$ cat src/design/fbpa_pkg.sv
// Shared widths, codes and reset values for the fixed block pool allocator.
package fbpa_pkg;

  // Field widths of the request, response and configuration channels.
  localparam int OFFSET_W    = 21;
  localparam int STATUS_W    = 2;
  localparam int INDEX_W     = 8;
  localparam int COUNT_W     = 9;
  localparam int BYTES_W     = 13;
  localparam int STRIDE_W    = 14;
  localparam int CFG_INDEX_W = 1;
  localparam int CFG_DATA_W  = 13;

  // Every block starts with a fixed-size header in front of its payload.
  localparam int HEADER_BYTES = 8;

  // Busy flags are stored in rows of this many bits.
  localparam int ROW_BITS = 16;
  localparam int BIT_W    = 4;

  localparam int MAX_BLOCKS_DEF = 256;

  // Register reset values.
  localparam logic [COUNT_W-1:0] BLOCK_COUNT_RESET = 9'd256;
  localparam logic [BYTES_W-1:0] BLOCK_BYTES_RESET = 13'd64;

  // Configuration register indexes.
  localparam logic [CFG_INDEX_W-1:0] CFG_BLOCK_COUNT = 1'd0;
  localparam logic [CFG_INDEX_W-1:0] CFG_BLOCK_BYTES = 1'd1;

  // Request operation codes.
  localparam logic FUNC_ALLOC = 1'b0;
  localparam logic FUNC_FREE  = 1'b1;

  typedef enum logic [STATUS_W-1:0] {
    ST_OK         = 2'd0,
    ST_EMPTY      = 2'd1,
    ST_BAD_OFFSET = 2'd2,
    ST_NOT_BUSY   = 2'd3
  } status_t;

endpackage

$ cat src/design/fbpa_if.sv
// Request and response channel interfaces of the fixed block pool allocator.
interface fbpa_req_if;
  import fbpa_pkg::*;

  logic                valid;
  logic                ready;
  logic                func;
  logic [OFFSET_W-1:0] free_offset;

  modport source(output valid, func, free_offset, input ready);
  modport sink(input valid, func, free_offset, output ready);
endinterface

interface fbpa_rsp_if;
  import fbpa_pkg::*;

  logic                valid;
  logic                ready;
  logic [STATUS_W-1:0] status;
  logic [OFFSET_W-1:0] block_offset;
  logic [INDEX_W-1:0]  block_index;
  logic [COUNT_W-1:0]  free_count;

  modport source(output valid, status, block_offset, block_index, free_count, input ready);
  modport sink(input valid, status, block_offset, block_index, free_count, output ready);
endinterface

$ cat src/design/fbpa_div.sv
// Iterative restoring divider that recovers a block index from a payload offset.
module fbpa_div (
  input  logic                             clk,
  input  logic                             rst,
  input  logic                             start,
  input  logic [fbpa_pkg::OFFSET_W-1:0]    dividend,
  input  logic [fbpa_pkg::STRIDE_W-1:0]    divisor,
  output logic                             done,
  output logic [fbpa_pkg::OFFSET_W-1:0]    quot,
  output logic [fbpa_pkg::STRIDE_W-1:0]    rem
);
  import fbpa_pkg::*;

  localparam int CNT_W = $clog2(OFFSET_W + 1);

  logic                active;
  logic [CNT_W-1:0]    cnt;
  logic [STRIDE_W-1:0] dsr;
  logic [STRIDE_W:0]   trial;
  logic [STRIDE_W:0]   diff;
  logic                ge;

  // One quotient bit per cycle: shift in the next dividend bit, subtract if it fits.
  assign trial = {rem, quot[OFFSET_W-1]};
  assign diff  = trial - {1'b0, dsr};
  assign ge    = (trial >= {1'b0, dsr});

  always_ff @(posedge clk) begin
    if (rst) begin
      active <= 1'b0;
      done   <= 1'b0;
      cnt    <= '0;
    end else begin
      done <= 1'b0;
      if (start) begin
        active <= 1'b1;
        cnt    <= CNT_W'(OFFSET_W);
        quot   <= dividend;
        rem    <= '0;
        dsr    <= divisor;
      end else if (active) begin
        quot <= {quot[OFFSET_W-2:0], ge};
        rem  <= ge ? diff[STRIDE_W-1:0] : trial[STRIDE_W-1:0];
        cnt  <= cnt - CNT_W'(1);
        if (cnt == CNT_W'(1)) begin
          active <= 1'b0;
          done   <= 1'b1;
        end
      end
    end
  end

endmodule

$ cat src/design/fbpa_flags.sv
// Busy-flag memory: one bit per block, packed into rows, registered read.
module fbpa_flags #(
  parameter int ROWS = 16,
  parameter int RW   = 4
) (
  input  logic                          clk,
  input  logic [RW-1:0]                 rd_addr,
  output logic [fbpa_pkg::ROW_BITS-1:0] rd_data,
  input  logic                          we,
  input  logic [RW-1:0]                 wr_addr,
  input  logic [fbpa_pkg::ROW_BITS-1:0] wr_data
);
  import fbpa_pkg::*;

  logic [ROW_BITS-1:0] mem [ROWS];

  always_ff @(posedge clk) begin
    if (we) begin
      mem[wr_addr] <= wr_data;
    end
    rd_data <= mem[rd_addr];
  end

endmodule

$ cat src/design/fixed_block_pool_allocator.sv
// Top level of the fixed block pool allocator: sequencer, registers and response stage.
//
// Requests arrive on req (func 0 allocates, func 1 frees the block whose payload
// offset is free_offset); each request gives exactly one beat on rsp with status,
// block_offset, block_index and free_count. A beat moves when valid and ready are
// high at a rising edge. cfg_we / cfg_index / cfg_data write block_count (index 0)
// or block_bytes (index 1); any write reinitializes the pool.
// One request is handled at a time; ready is high only while the sequencer idles
// and no register write is under way. An allocate scans the busy flags one 16-bit
// row at a time, a read state and a check state per row, up to the first free
// block; the payload offset is then worked out in a multiply state before the
// response state. An allocate on an empty pool or a free below the header goes
// straight from idle to the response state. A free runs the offset through a
// one-bit-per-cycle divider, 21 steps, then reads and checks the block's flag row;
// when the divide rejects the offset, it goes straight to the response state.
// After reset and after each configuration write, a clearing pass writes every flag
// row to zero, one row per cycle, with ready low. A finished result sits in the
// output register; while the receiver stalls, the next request is still accepted
// and worked on, and only its own result waits until the output register has been
// taken.
module fixed_block_pool_allocator #(
  parameter int MAX_BLOCKS = fbpa_pkg::MAX_BLOCKS_DEF
) (
  input  logic                            clk,
  input  logic                            rst,
  input  logic                            cfg_we,
  input  logic [fbpa_pkg::CFG_INDEX_W-1:0] cfg_index,
  input  logic [fbpa_pkg::CFG_DATA_W-1:0]  cfg_data,
  fbpa_req_if.sink                        req,
  fbpa_rsp_if.source                      rsp
);
  import fbpa_pkg::*;

  // Flag storage geometry.
  localparam int ROWS_RAW = (MAX_BLOCKS + ROW_BITS - 1) / ROW_BITS;
  localparam int ROWS     = (ROWS_RAW < 2) ? 2 : ROWS_RAW;
  localparam int RW       = $clog2(ROWS);
  // Global block index is a row number followed by a bit position.
  localparam int GIW      = RW + BIT_W;
  // Counts run up to the pool size, and must also hold the block_count register.
  localparam int CNT_W    = $clog2(MAX_BLOCKS + 1);
  localparam int NW       = (CNT_W > COUNT_W) ? CNT_W : COUNT_W;
  localparam int GW       = (GIW > NW) ? GIW : NW;
  localparam int CW       = (NW > OFFSET_W) ? NW : OFFSET_W;
  localparam int PW       = GIW + STRIDE_W;

  typedef enum logic [3:0] {
    S_CLEAR,
    S_IDLE,
    S_SCAN_RD,
    S_SCAN_CHK,
    S_MUL,
    S_DIV,
    S_FREE_RD,
    S_FREE_CHK,
    S_RESP
  } state_t;

  state_t               state;
  logic [RW-1:0]        row;
  logic [BIT_W-1:0]     bit_sel;
  logic [COUNT_W-1:0]   block_count;
  logic [BYTES_W-1:0]   block_bytes;
  logic [NW-1:0]        free_blocks;
  logic [NW-1:0]        pool_n;
  logic [NW-1:0]        count_ext;
  logic [STRIDE_W-1:0]  stride;

  // Result being built for the current request.
  status_t              res_status;
  logic [OFFSET_W-1:0]  res_off;
  logic [GIW-1:0]       res_idx;

  // Output register.
  logic                 rsp_valid;
  logic                 rsp_load;
  status_t              rsp_status;
  logic [OFFSET_W-1:0]  rsp_off;
  logic [INDEX_W-1:0]   rsp_idx;
  logic [COUNT_W-1:0]   rsp_count;

  // Divider hookup.
  logic                 div_start;
  logic [OFFSET_W-1:0]  div_dividend;
  logic                 div_done;
  logic [OFFSET_W-1:0]  div_quot;
  logic [STRIDE_W-1:0]  div_rem;

  // Flag memory hookup and scan logic.
  logic [ROW_BITS-1:0]  rd_data;
  logic                 mem_we;
  logic [ROW_BITS-1:0]  mem_wdata;
  logic [ROW_BITS-1:0]  row_mask;
  logic [ROW_BITS-1:0]  row_view;
  logic                 scan_hit;
  logic [BIT_W-1:0]     scan_bit;

  // Effective pool size: block_count limited to the storage.
  assign count_ext = NW'(block_count);
  assign pool_n    = (count_ext > NW'(MAX_BLOCKS)) ? NW'(MAX_BLOCKS) : count_ext;
  assign stride    = STRIDE_W'(block_bytes) + STRIDE_W'(HEADER_BYTES);

  assign req.ready        = (state == S_IDLE) && !cfg_we;
  assign rsp.valid        = rsp_valid;
  assign rsp.status       = rsp_status;
  assign rsp.block_offset = rsp_off;
  assign rsp.block_index  = rsp_idx;
  assign rsp.free_count   = rsp_count;

  // The finished result moves into the output register once that is free.
  assign rsp_load = (state == S_RESP) && !cfg_we && (!rsp_valid || rsp.ready);

  // A free with an offset at or above the header size starts the divider in the cycle the request is taken.
  assign div_start    = (state == S_IDLE) && req.valid && (req.func == FUNC_FREE) &&
                        (req.free_offset >= OFFSET_W'(HEADER_BYTES)) && !cfg_we;
  assign div_dividend = req.free_offset - OFFSET_W'(HEADER_BYTES);

  fbpa_div u_div (
    .clk      (clk),
    .rst      (rst),
    .start    (div_start),
    .dividend (div_dividend),
    .divisor  (stride),
    .done     (div_done),
    .quot     (div_quot),
    .rem      (div_rem)
  );

  fbpa_flags #(
    .ROWS (ROWS),
    .RW   (RW)
  ) u_flags (
    .clk     (clk),
    .rd_addr (row),
    .rd_data (rd_data),
    .we      (mem_we),
    .wr_addr (row),
    .wr_data (mem_wdata)
  );

  // Flags of blocks beyond the pool size read as busy, so the scan skips them.
  always_comb begin
    for (int b = 0; b < ROW_BITS; b++) begin
      row_mask[b] = GW'({row, BIT_W'(b)}) < GW'(pool_n);
    end
    row_view = rd_data | ~row_mask;
    scan_hit = (row_view != '1);
    scan_bit = '0;
    for (int b = ROW_BITS - 1; b >= 0; b--) begin
      if (!row_view[b]) begin
        scan_bit = BIT_W'(b);
      end
    end
  end

  // Flag memory writes: clearing pass, marking a block busy, releasing a block.
  always_comb begin
    mem_we    = 1'b0;
    mem_wdata = '0;
    unique case (state)
      S_CLEAR: begin
        mem_we    = 1'b1;
        mem_wdata = '0;
      end
      S_SCAN_CHK: begin
        mem_we    = scan_hit;
        mem_wdata = rd_data | (ROW_BITS'(1) << scan_bit);
      end
      S_FREE_CHK: begin
        mem_we    = rd_data[bit_sel];
        mem_wdata = rd_data & ~(ROW_BITS'(1) << bit_sel);
      end
      default: begin
        mem_we    = 1'b0;
        mem_wdata = '0;
      end
    endcase
  end

  always_ff @(posedge clk) begin
    if (rst) begin
      state       <= S_CLEAR;
      row         <= '0;
      block_count <= BLOCK_COUNT_RESET;
      block_bytes <= BLOCK_BYTES_RESET;
      free_blocks <= '0;
      rsp_valid   <= 1'b0;
    end else begin
      // The output register is either reloaded or emptied in a cycle.
      if (rsp_load) begin
        rsp_valid <= 1'b1;
      end else if (rsp.ready) begin
        rsp_valid <= 1'b0;
      end

      if (cfg_we) begin
        // Any register write restarts the clearing pass.
        unique case (cfg_index)
          CFG_BLOCK_COUNT: block_count <= cfg_data[COUNT_W-1:0];
          CFG_BLOCK_BYTES: block_bytes <= cfg_data[BYTES_W-1:0];
        endcase
        state <= S_CLEAR;
        row   <= '0;
      end else begin
        unique case (state)
          S_CLEAR: begin
            row <= row + RW'(1);
            if (row == RW'(ROWS - 1)) begin
              free_blocks <= pool_n;
              state       <= S_IDLE;
            end
          end

          S_IDLE: begin
            res_off <= '0;
            res_idx <= '0;
            if (req.valid) begin
              if (req.func == FUNC_ALLOC) begin
                if (free_blocks == '0) begin
                  res_status <= ST_EMPTY;
                  state      <= S_RESP;
                end else begin
                  row   <= '0;
                  state <= S_SCAN_RD;
                end
              end else if (req.free_offset < OFFSET_W'(HEADER_BYTES)) begin
                res_status <= ST_BAD_OFFSET;
                state      <= S_RESP;
              end else begin
                state <= S_DIV;
              end
            end
          end

          S_SCAN_RD: begin
            state <= S_SCAN_CHK;
          end

          S_SCAN_CHK: begin
            if (scan_hit) begin
              bit_sel     <= scan_bit;
              res_idx     <= {row, scan_bit};
              free_blocks <= free_blocks - NW'(1);
              state       <= S_MUL;
            end else if (row == RW'(ROWS - 1)) begin
              res_status <= ST_EMPTY;
              state      <= S_RESP;
            end else begin
              row   <= row + RW'(1);
              state <= S_SCAN_RD;
            end
          end

          S_MUL: begin
            // Payload offset of the new block: index times stride, past the header.
            res_off    <= OFFSET_W'(PW'(res_idx) * PW'(stride) + PW'(HEADER_BYTES));
            res_status <= ST_OK;
            state      <= S_RESP;
          end

          S_DIV: begin
            if (div_done) begin
              if (div_rem != '0 || CW'(div_quot) >= CW'(pool_n)) begin
                res_status <= ST_BAD_OFFSET;
                state      <= S_RESP;
              end else begin
                {row, bit_sel} <= GIW'(div_quot);
                res_idx        <= GIW'(div_quot);
                state          <= S_FREE_RD;
              end
            end
          end

          S_FREE_RD: begin
            state <= S_FREE_CHK;
          end

          S_FREE_CHK: begin
            if (rd_data[bit_sel]) begin
              free_blocks <= free_blocks + NW'(1);
              res_status  <= ST_OK;
            end else begin
              res_status <= ST_NOT_BUSY;
            end
            state <= S_RESP;
          end

          S_RESP: begin
            // Hand the result over once the output register is free.
            if (rsp_load) begin
              rsp_status <= res_status;
              rsp_off    <= res_off;
              rsp_idx    <= INDEX_W'(res_idx);
              rsp_count  <= COUNT_W'(free_blocks);
              state      <= S_IDLE;
            end
          end

          default: begin
            state <= S_IDLE;
          end
        endcase
      end
    end
  end

endmodule

$ cat src/flat_wrapper.sv
// flat-port wrapper written by rule: the top's interface ports become plain ports
module fixed_block_pool_allocator_flat import fbpa_pkg::*;
#(
  parameter int MAX_BLOCKS = fbpa_pkg::MAX_BLOCKS_DEF
)
  (clk, rst, cfg_we, cfg_index, cfg_data, req_valid, req_func, req_free_offset, req_ready, rsp_valid, rsp_status, rsp_block_offset, rsp_block_index, rsp_free_count, rsp_ready);
  fbpa_req_if req_i ();
  fbpa_rsp_if rsp_i ();
  input  logic clk;
  input  logic rst;
  input  logic cfg_we;
  input  logic [fbpa_pkg::CFG_INDEX_W-1:0] cfg_index;
  input  logic [fbpa_pkg::CFG_DATA_W-1:0] cfg_data;
  input wire logic [$bits(req_i.valid)-1:0] req_valid;
  input wire logic [$bits(req_i.func)-1:0] req_func;
  input wire logic [$bits(req_i.free_offset)-1:0] req_free_offset;
  output wire logic [$bits(req_i.ready)-1:0] req_ready;
  output wire logic [$bits(rsp_i.valid)-1:0] rsp_valid;
  output wire logic [$bits(rsp_i.status)-1:0] rsp_status;
  output wire logic [$bits(rsp_i.block_offset)-1:0] rsp_block_offset;
  output wire logic [$bits(rsp_i.block_index)-1:0] rsp_block_index;
  output wire logic [$bits(rsp_i.free_count)-1:0] rsp_free_count;
  input wire logic [$bits(rsp_i.ready)-1:0] rsp_ready;
  assign req_i.valid = req_valid;
  assign req_i.func = req_func;
  assign req_i.free_offset = req_free_offset;
  assign req_ready = req_i.ready;
  assign rsp_valid = rsp_i.valid;
  assign rsp_status = rsp_i.status;
  assign rsp_block_offset = rsp_i.block_offset;
  assign rsp_block_index = rsp_i.block_index;
  assign rsp_free_count = rsp_i.free_count;
  assign rsp_i.ready = rsp_ready;
  fixed_block_pool_allocator #(.MAX_BLOCKS(MAX_BLOCKS)) u_core (.clk(clk), .rst(rst), .cfg_we(cfg_we), .cfg_index(cfg_index), .cfg_data(cfg_data), .req(req_i), .rsp(rsp_i));
endmodule
$ cat config.mk
export PLATFORM = sky130hd
export DESIGN_NAME = fixed_block_pool_allocator_flat
export DESIGN_NICKNAME = d
export VERILOG_FILES = /design/src/design/fbpa_pkg.sv /design/src/design/fbpa_if.sv /design/src/design/fbpa_div.sv /design/src/design/fbpa_flags.sv /design/src/design/fixed_block_pool_allocator.sv /design/src/flat_wrapper.sv
export SDC_FILE = /design/constraint.sdc
export NUM_CORES = 1
export LEC_CHECK = 0
export ABC_AREA = 1
export BUFFER_PORTS_ARGS = -buffer_cell sky130_fd_sc_hd__buf_4
export CAP_MARGIN = 20
export CORE_MARGIN = 2
export CORE_UTILIZATION = 45
export CTS_CLUSTER_SIZE = 10
export DETAILED_ROUTE_END_ITERATION = 8
export PLACE_DENSITY = 0.65
export SLEW_MARGIN = 20
export SYNTH_ARGS = -nofsm -noshare
export SYNTH_HDL_FRONTEND = slang
export SYNTH_SLANG_ARGS = --single-unit
export TNS_END_PERCENT = 100
$ cat constraint.sdc
create_clock -name clk -period 9.4 [get_ports clk]
set_input_delay 2.82 -clock clk [delete_from_list [all_inputs] [get_ports clk]]
set_output_delay 2.82 -clock clk [all_outputs]
set_load 0.05 [all_outputs]
; Yosys cells after proc, flatten, opt, wreduce, memory -nomap -nowiden
; Memory sizes are Yosys's and may differ from the RTL's. A register that Yosys moved wholly into a read port is not among the register bits.
; Index checks and enable logic that the tools add are counted.
[word_totals]
reg_bits = 171
latch_bits = 0
mem_bits_rw = 256
rom_bits = 0
inputBits = 41
output_inout_bits = 42
n_memories = 1
[op_classes]
n_addsub = 8
multipliers = 1
div_mod_pow = 0
n_lt_le_gt_ge = 22
eq_ne = 26
shifts = 2
mux = 77
bitwise = 9
reduce_logical = 38
[memory_table]
columns = memory, words, width, rd, rd_ports_with_merged_regs, wr, line
row1 = u_core.u_flags.mem, 16, 16, 1, 1, 1, fbpa_flags.sv:15  ; logic [ROW_BITS-1:0] mem [ROWS];
[op_table]
columns = cell, count
row1 = 8-bit by 9-bit less-than comparator with 1-bit output, 16
row2 = 4-bit two-way mux, 36
row3 = 21-bit two-way mux, 2
row4 = 21-bit case mux with 2 select lines, 1
row5 = 9-bit two-way mux, 4
row6 = 16-bit NOT, 2
row7 = 16-bit OR, 2
row8 = 16-bit case mux with 2 select lines, 1
row9 = 4-bit case mux with 8 select lines, 1
row10 = "1-bit by 4-bit << shifter with 16-bit output, first input constant", 2
row11 = 14-bit two-way mux, 2
row12 = 9-bit case mux with 3 select lines, 1
row13 = 8-bit two-way mux, 3
row14 = 8-bit case mux with 3 select lines, 1
row15 = "21-bit by 4-bit adder with 21-bit output, second input constant", 1
row16 = "21-bit by 4-bit greater-or-equal comparator with 1-bit output, second input constant", 1
row17 = 21-bit by 9-bit greater-or-equal comparator with 1-bit output, 1
row18 = "21-bit by 4-bit less-than comparator with 1-bit output, second input constant", 1
row19 = 8-bit by 14-bit multiplier with 21-bit output, 1
row20 = "21-bit by 4-bit subtractor with 21-bit output, second input constant", 1
row21 = 2-bit two-way mux, 9
row22 = 16-bit AND, 1
row23 = "4-bit by 3-bit equality test with 1-bit output, second input constant", 4
row24 = "16-bit != test, second input constant", 1
row25 = other kinds (43), 88

; Longest topological paths before layout
; Gate-level depths: netlist (run 1).
[logic_depth]
ltp_word = 24
depth_mapped = 30
ltp_nobuf = 30

; Hierarchy
; From an unflattened synthesis (run 1), not the netlist that was laid out.
[hier_totals]
cells_unflattened = 2787
hier_area_um2 = 25027.8
[by_module_without_submodules]
columns = mod, n_inst, cells_per_inst, area_each_um2, seq_area_each_um2
row1 = fbpa_flags, 1, 1075, 11385.9, 8007.7
row2 = fixed_block_pool_allocator, 1, 1297, 10219.8, 3052.9
row3 = fbpa_div, 1, 415, 3422.0, 1611.5

; Least setup slack after synthesis (run 1)
; No wires, ideal clock.
[synth_timing]
kind = input port to output port
from = in cfg_we
to = out req_ready
arrival_ps = 3530
required_ps = 6580
path_slack_ps = 3050
cell_stages = 1
n_path_buf = 0
path_cell_list = nor2_1
[synth_between]
elab_chain_cells = 2
[synth_rtl]
columns = item, line
row1 = "start, declared", flat_wrapper.sv:11  ; input logic cfg_we;
row2 = 1-bit logical NOT, fixed_block_pool_allocator.sv:103  ; assign req.ready = (state == S_IDLE) && !cfg_we;
row3 = 1-bit logical AND, fixed_block_pool_allocator.sv:103
row4 = "end, declared", flat_wrapper.sv:17  ; output wire logic [$bits(req_i.ready)-1:0] req_ready;
; No other way between the ends.

; Worst setup path after layout (run 1)
; Same ends and word-level chain as after synthesis.

==> flow_metrics.py, run 1 <==
metrics = {
    "status": {
        "status": "finished, final reports clean",
    },
    "worst_setup_path": {
        "crit_path_max_fanout": 4,
        "cp_slowest_cell": "buf_4",
        "crit_arrival_ns": 3.34,
        "worstPathRequired_ns": 6.58,
        "critPathTopFamily": "buffers and inverters",
        "criticalPathCategory": "input port to output pin",
        "start_kind": "input port",
        "crit_top_cell": "buf_4",
        "crit_chain": "buf_4 > nor2_1 > buf_4",
        "worstSetupEndpointType": "output pin",
        "rrSetupSlack_ns": 3.54,
        "worst_path_largest_cell_delay_ns": 0.23,
        "crit_buf_inv": 2,
    },
    "route": {
        "wl_um": 60530,
        "num_vias": 17290,
        "vias_per_cell": 5.512,
        "ant_nets": 0,
        "avgRoutedWirePerCell_um": 19.29,
        "drtIter0Drc": 1603,
        "dr.pass1.iters": 5,
        "route.detailed.drc": 0,
    },
    "timing": {
        "rsz0062_at_grt": "false",
        "period_share": 0.6557,
        "finalHoldViolCount": 0,
        "slew_viol_final": 0,
        "worst_slack_ns": 3.237,
        "max-slew-margin-rel": 0.2816,
        "setup_tns_ns": 0,
        "period_needed_ns": 6.163,
        "max_freq_ghz": 0.1622,
        "setup_viol": 0,
        "worstMarginPinSlew_ns": 1.070,
        "skew_ns": 0.01757,
    },
    "flow_run": {
        "maxCapViolations": 0,
    },
    "die": {
        "boundaryPins": 83,
        "rows": 83,
        "die_x_um": 230.6,
        "start_util": 0.4524,
        "core_area_um2": 51090,
        "die_y_um": 230.6,
        "dieArea_um2": 53190,
    },
    "synthesis": {
        "avgSynthCellArea_um2": 9.941,
        "ys_types": 54,
        "synth-async-reset-ratio": 0,
        "synth_simple_gate_area_frac": 0.1481,
        "synth_top_family_by_area": "simple AND/OR/NAND/NOR gates",
        "synth_xor_area_frac": 0.01250,
        "synth_fp_nets": 2531,
        "synth_top_flop_cell": "edfxtp_1",
        "synth_compound_area_frac": 0.1155,
        "synth_area_leader_cell": "edfxtp_1",
        "yosys_warnings": 0,
        "synth_fa_ha_area_frac": 0.1137,
        "seq_area_frac_synth": 0.5483,
        "synthTopCellsByArea": "edfxtp_1 49%, fa_1 6.5%, nor2_1 6.3%",
        "synth_top_area_share": 0.4937,
        "synth_edf_count": 380,
        "muxShareOfSynthArea": 0,
        "synth_seq_cells": 443,
        "syn_area_um2": 23110,
        "syn_inst": 2325,
    },
    "global_route": {
        "grt_pass1_vias": 17080,
        "overflow": 0,
        "grt_pass1_wl_um": 93860,
        "grt_max_degree": 77,
        "grt.total_usage": 0.2276,
        "antenna_found_initial": 1,
    },
    "power_and_ir_drop": {
        "p_int_mw": 3.276,
        "pwr-share-comb": 0.050,
        "p_total_mw": 4.219,
        "p_per_area_nw_per_um2": 161.3,
        "switching_share": 0.2235,
        "p_leak_nw": 9.793,
        "p_seq_frac": 0.512,
        "vdd_drop_max_mv": 0.1698,
        "p_switching_mw": 0.9428,
        "pwr-share-clk": 0.438,
    },
    "worst_hold_path": {
        "min_path_type": "flip-flop to flip-flop",
    },
    "clock_network": {
        "numCtsBuffers": 52,
        "post_cts_resized": 0,
        "cts_tree": "done",
        "clock_latency_ns": 0.61,
        "cts_setup_buffers": 0,
        "clock_path_buffers": 3,
        "clock-root-buffer": "clkbuf_16",
        "clk_pin_slew_ns": 0.05,
        "cts_sinks": 443,
        "htree_levels": 2,
        "ctsHoldBuffers": 0,
    },
    "finish": {
        "drive_gt1_frac": 0.08954,
        "mostFrequentLayoutCells": "386 x nor2_1, 380 x edfxtp_1, 305 x nand2_1",
        "final_core_util": 0.5119,
        "final_common_cell": "nor2_1",
        "syn_to_final_growth_pct": 13.17,
        "diodes": 0,
        "multiInputGateArea_um2": 9045,
        "final_nets": 2624,
        "seqCellArea_um2": 12680,
        "n_fill_cell": 4569,
    },
    "placed_design": {
        "routabilityCongestion": 0.9287,
        "dp_slack_ns": 3.233,
        "hpwl_um": 39940,
        "numPortBuffers": 82,
    },
}
Yosys cell counts (2+ instances only):
master / count
fa_1: 75
inv_1: 280
nor2_2: 3
nand4_1: 28
ha_1: 90
o21bai_1: 6
nand3b_1: 3
a221oi_1: 2
inv_2: 8
o21ai_1: 18
nand2_2: 11
a211oi_1: 8
o221ai_1: 2
nand3_1: 42
nand2_1: 305
a31oi_1: 11
o31ai_1: 4
edfxtp_1: 380
dfxtp_1: 63
xor2_1: 19
a21oi_1: 107
a21boi_0: 2
nor2_4: 2
nor3_1: 26
or2_2: 5
o211ai_1: 3
clkbuf_1: 69
nor3_2: 2
and2_1: 2
o21ai_0: 207
nor3b_1: 2
xnor2_1: 14
o311ai_0: 14
o22ai_1: 72
buf_1: 4
nor2_1: 387
o32ai_1: 4
o21a_1: 3
a311oi_1: 2
buf_2: 2
o2111ai_1: 3
nor4_1: 11
clkinv_1: 13
cell type report:
class | instances | area share
clock buffer | 85 | 0.05525
timing repair buffer | 116 | 0.03406
clock inverter | 8 | 0.004449
inverter | 301 | 0.04324
tap | 680 | 0.03253
sequential | 443 | 0.4847
multi-input combinational | 1504 | 0.3458
power groups by stage:
stage	Clock (mW)	Sequential (mW)	Combinational [mW]
3_3_place_gp	0	2.20	0.203
3_5_place_dp	0	2.20	0.206
4_1_cts	1.88	2.16	0.207
5_1_grt	1.96	2.16	0.232
6_report	1.85	2.16	0.209
2_1_floorplan	0	2.19	0.139
sequential cells by signal, summed over array words and instances (netlist names), 2 cells and up:
| signal | cells |
|---|---|
| u_core.bit_sel | 4 |
| u_core.block_bytes | 13 |
| u_core.block_count | 9 |
| u_core.free_blocks | 9 |
| u_core.res_idx | 8 |
| u_core.res_off | 21 |
| u_core.res_status | 2 |
| u_core.row | 4 |
| u_core.rsp.block_index | 8 |
| u_core.rsp.block_offset | 21 |
| u_core.rsp.free_count | 9 |
| u_core.rsp.status | 2 |
| u_core.state | 4 |
| u_core.u_div.cnt | 5 |
| u_core.u_div.dsr | 14 |
| u_core.u_div.quot | 21 |
| u_core.u_div.rem | 14 |
| u_core.u_flags.mem | 256 |
| u_core.u_flags.rd_data | 16 |
path summary, 6_finish.rpt:
| path | from | to | cells after the start |
|---|---|---|---|
| hold / removal | u_core.res_off[9]$_SDFFCE_PN0P_ | u_core.rsp.block_offset[9]$_DFFE_PP_ | 0 |
| hold reg to reg | u_core.res_off[9]$_SDFFCE_PN0P_ | u_core.rsp.block_offset[9]$_DFFE_PP_ | 0 |
| setup / recovery | cfg_we | req_ready | 3 |
| setup reg to reg | u_core.block_bytes[3]$_SDFFE_PP0P_ | u_core.res_off[18]$_SDFFCE_PN0P_ | 25 |
worst reg2reg max path, delay by kind of cell (launching register included):
family,cells,cell delay [ns]
buf+inv,3,0.32
simple gates,6,0.59
flops,1,0.48
xor+xnor,1,0.27
fa+ha+maj,6,2.49
compound gates,9,1.44
kinds of logic after synthesis:
family | after synthesis
compound gates | 474
xor+xnor | 33
fa+ha+maj | 165
buf+inv | 378
flops | 443
simple gates | 832
stage by stage:
stage	instances	hold slack [ns]	area (um^2)
CTS	3136	0.4182	26130
global route	3137	0.4238	26160
floorplan	2325	0.4003	23110
global placement	3043	0.4003	24570
finish	3137	0.4178	26160
detailed placement	3043	0.4056	24570
layer usage:
layer	part of all wire	vias up	GRT usage
met5	0.00021	-	0
met4	0.038	2	0.09355
met3	0.071	148	0.03298
met2	0.47	658	0.3702
met1	0.42	8342	0.3069
li1	-	8142	-
(Power assumes the default switching activity.)
==> run 2, diff against run 1 <==
Clock period 9.4 ns to 6.2 ns, I/O delays scaled along.
==> run 2 against run 1 <==
Sequential power increased by 51%. Total power increased by 52%. Utilization about the same. Clock skew increased by 0.0031 ns. Non-clock buffer count increased by 2. Critical path type is now flip-flop to flip-flop. Critical path depth increased by 20. Global-route usage about the same. Clock power increased by 52%.
==> flow_metrics.py, run 2 (same netlist as run 1, synthesis figures left out) <==
metrics = {
    "status": {
        "status": "finished, final reports clean",
    },
    "placed_design": {
        "hpwl_um": 40080,
        "numPlacedInstances": 3045,
        "routabilityCongestion": 0.9086,
        "numPortBuffers": 82,
    },
    "timing": {
        "finalHoldViolCount": 0,
        "setup_viol": 0,
        "rsz0062_at_grt": "false",
        "period_share": 0.9193,
        "max-slew-margin-rel": 0.2798,
        "skew_ns": 0.02068,
        "max_freq_ghz": 0.1754,
        "period_needed_ns": 5.700,
        "worstMarginPinSlew_ns": 1.073,
        "slew_viol_final": 0,
        "setup_tns_ns": 0,
    },
    "worst_hold_path": {
        "hold_start": "u_core.res_off[9]$_SDFFCE_PN0P_",
        "min_path_type": "flip-flop to flip-flop",
        "whs_path_depth": 0,
        "hold_path_end": "u_core.rsp.block_offset[9]$_DFFE_PP_",
    },
    "route": {
        "num_vias": 17310,
        "wl_um": 60630,
        "ant_nets": 0,
        "avgRoutedWirePerCell_um": 19.28,
        "drtIter0Drc": 1599,
        "vias_per_cell": 5.507,
        "dr.pass1.iters": 6,
        "route.detailed.drc": 0,
    },
    "finish": {
        "mostFrequentLayoutCells": "386 x nor2_1, 380 x edfxtp_1, 305 x nand2_1",
        "syn_to_final_growth_pct": 13.19,
        "final_core_util": 0.5120,
        "stdcell_count": 3144,
        "regMostFlops": "u_core.u_flags.mem",
        "final_common_cell": "nor2_1",
        "final_nets": 2626,
        "diodes": 0,
        "drive_gt1_frac": 0.09131,
        "largest_reg_flops": 256,
        "n_fill_cell": 4615,
    },
    "global_route": {
        "grt_pass1_vias": 16740,
        "grt_max_degree": 91,
        "overflow": 0,
        "antenna_found_initial": 0,
        "grt.total_usage": 0.2271,
        "grt_pass1_wl_um": 93470,
    },
    "die": {
        "dieArea_um2": 53190,
        "core_area_um2": 51090,
        "start_util": 0.4524,
        "die_x_um": 230.6,
        "boundaryPins": 83,
        "die_y_um": 230.6,
        "rows": 83,
    },
    "worst_setup_path": {
        "start_kind": "flip-flop",
        "crit_arrival_ns": 6.05,
        "rrSetupSlack_ns": 0.50,
        "regToRegEndpoint": "u_core.res_off[17]$_SDFFCE_PN0P_",
        "crit_path_max_fanout": 8,
        "worst-r2r-cell-count": 23,
        "criticalPathCategory": "flip-flop to flip-flop",
        "r2r_start": "u_core.block_bytes[3]$_SDFFE_PP0P_",
        "worstPathRequired_ns": 6.55,
        "worstSetupEndpointType": "flip-flop",
    },
    "clock_network": {
        "post_cts_resized": 0,
        "clock_path_buffers": 3,
        "clk_pin_slew_ns": 0.06,
        "cts_sinks": 443,
        "clock-root-buffer": "clkbuf_16",
        "numCtsBuffers": 52,
        "ctsHoldBuffers": 0,
        "cts_setup_buffers": 0,
        "cts_tree": "done",
        "clock_latency_ns": 0.60,
        "htree_levels": 2,
    },
    "power_and_ir_drop": {
        "p_leak_nw": 9.798,
        "p_per_area_nw_per_um2": 244.7,
        "vdd_drop_max_mv": 0.2471,
        "p_total_mw": 6.402,
    },
    "flow_run": {
        "maxCapViolations": 0,
    },
}
[run 2: cell types whose count changed in the layout (fill, tap and decap cells not counted), sizes merged]
| cell | change |
|---|---|
| bufinv | -1 |
| buf | +2 |
| clkbuf | +4 |
| clkinvlp | +1 |
| inv | +1 |
[run 2: final cells by class]
type	instances	area (um^2)	share of cell area
Inverter	301	1131	0.04323
Timing Repair Buffer	118	885.9	0.03386
Clock buffer	89	1481	0.05662
Tap cell	680	850.8	0.03252
Sequential cell	443	12680	0.4846
Clock inverter	9	72.57	0.002774
Multi-Input combinational cell	1504	9064	0.3464
[run 2: worst max path at each step]
stage | from | endpoint | cells after the start
2_1_floorplan | cfg_we | u_core.u_div.quot[0]$_DFFE_PP_ | 5
3_3_place_gp | u_core.block_bytes[3]$_SDFFE_PP0P_ | u_core.res_off[18]$_SDFFCE_PN0P_ | 25
3_5_place_dp | u_core.block_bytes[3]$_SDFFE_PP0P_ | u_core.res_off[18]$_SDFFCE_PN0P_ | 25
4_1_cts | u_core.block_bytes[3]$_SDFFE_PP0P_ | u_core.res_off[18]$_SDFFCE_PN0P_ | 25
5_1_grt | u_core.block_bytes[3]$_SDFFE_PP0P_ | u_core.res_off[18]$_SDFFCE_PN0P_ | 25
6_report | u_core.block_bytes[3]$_SDFFE_PP0P_ | u_core.res_off[17]$_SDFFCE_PN0P_ | 23
[run 2: critical path, stage by stage (launching register included)]
cell and delay (ns):
dfxtp_1 0.47, ha_1 0.24, xor2_1 0.30, inv_1 0.18
nor2_1 0.16, fa_1 0.43, inv_1 0.08, fa_1 0.44
fa_1 0.53, fa_1 0.54, inv_1 0.04, ha_1 0.34
nand2_1 0.07, o21ai_0 0.29, a21o_1 0.16, a21oi_1 0.07
nor2_1 0.16, o21ai_0 0.10, nand2_1 0.11, a21oi_1 0.07
o21ai_0 0.32, nand3_1 0.16, a21oi_1 0.15, nor2_1 0.06
[run 2: stage by stage]
step	instance area, um^2	worst slack [ns]	hold slack, ns
detailed placement	24580	0.4027	0.4061
floorplan	23110	0.8619	0.4003
global placement	24580	0.6038	0.4018
finish	26160	0.5003	0.4175
global route	26160	0.04951	0.4214
CTS	26140	0.3831	0.4186
[run 2: layer usage]
metal / vias to the layer above / GRT usage / wire [um]
met2: 667 / 0.3661 / 28370
met1: 8353 / 0.3079 / 25440
met3: 150 / 0.03224 / 4339
met4: 0 / 0.09758 / 2475
li1: 8143 / - / -
met5: - / 0 / 0
[run 2: power by group]
part           total [mW]  switching [mW]  internal, mW
Clock                2.81            1.19          1.62
Sequential           3.27          0.0382          3.24
Combinational       0.320           0.220         0.100
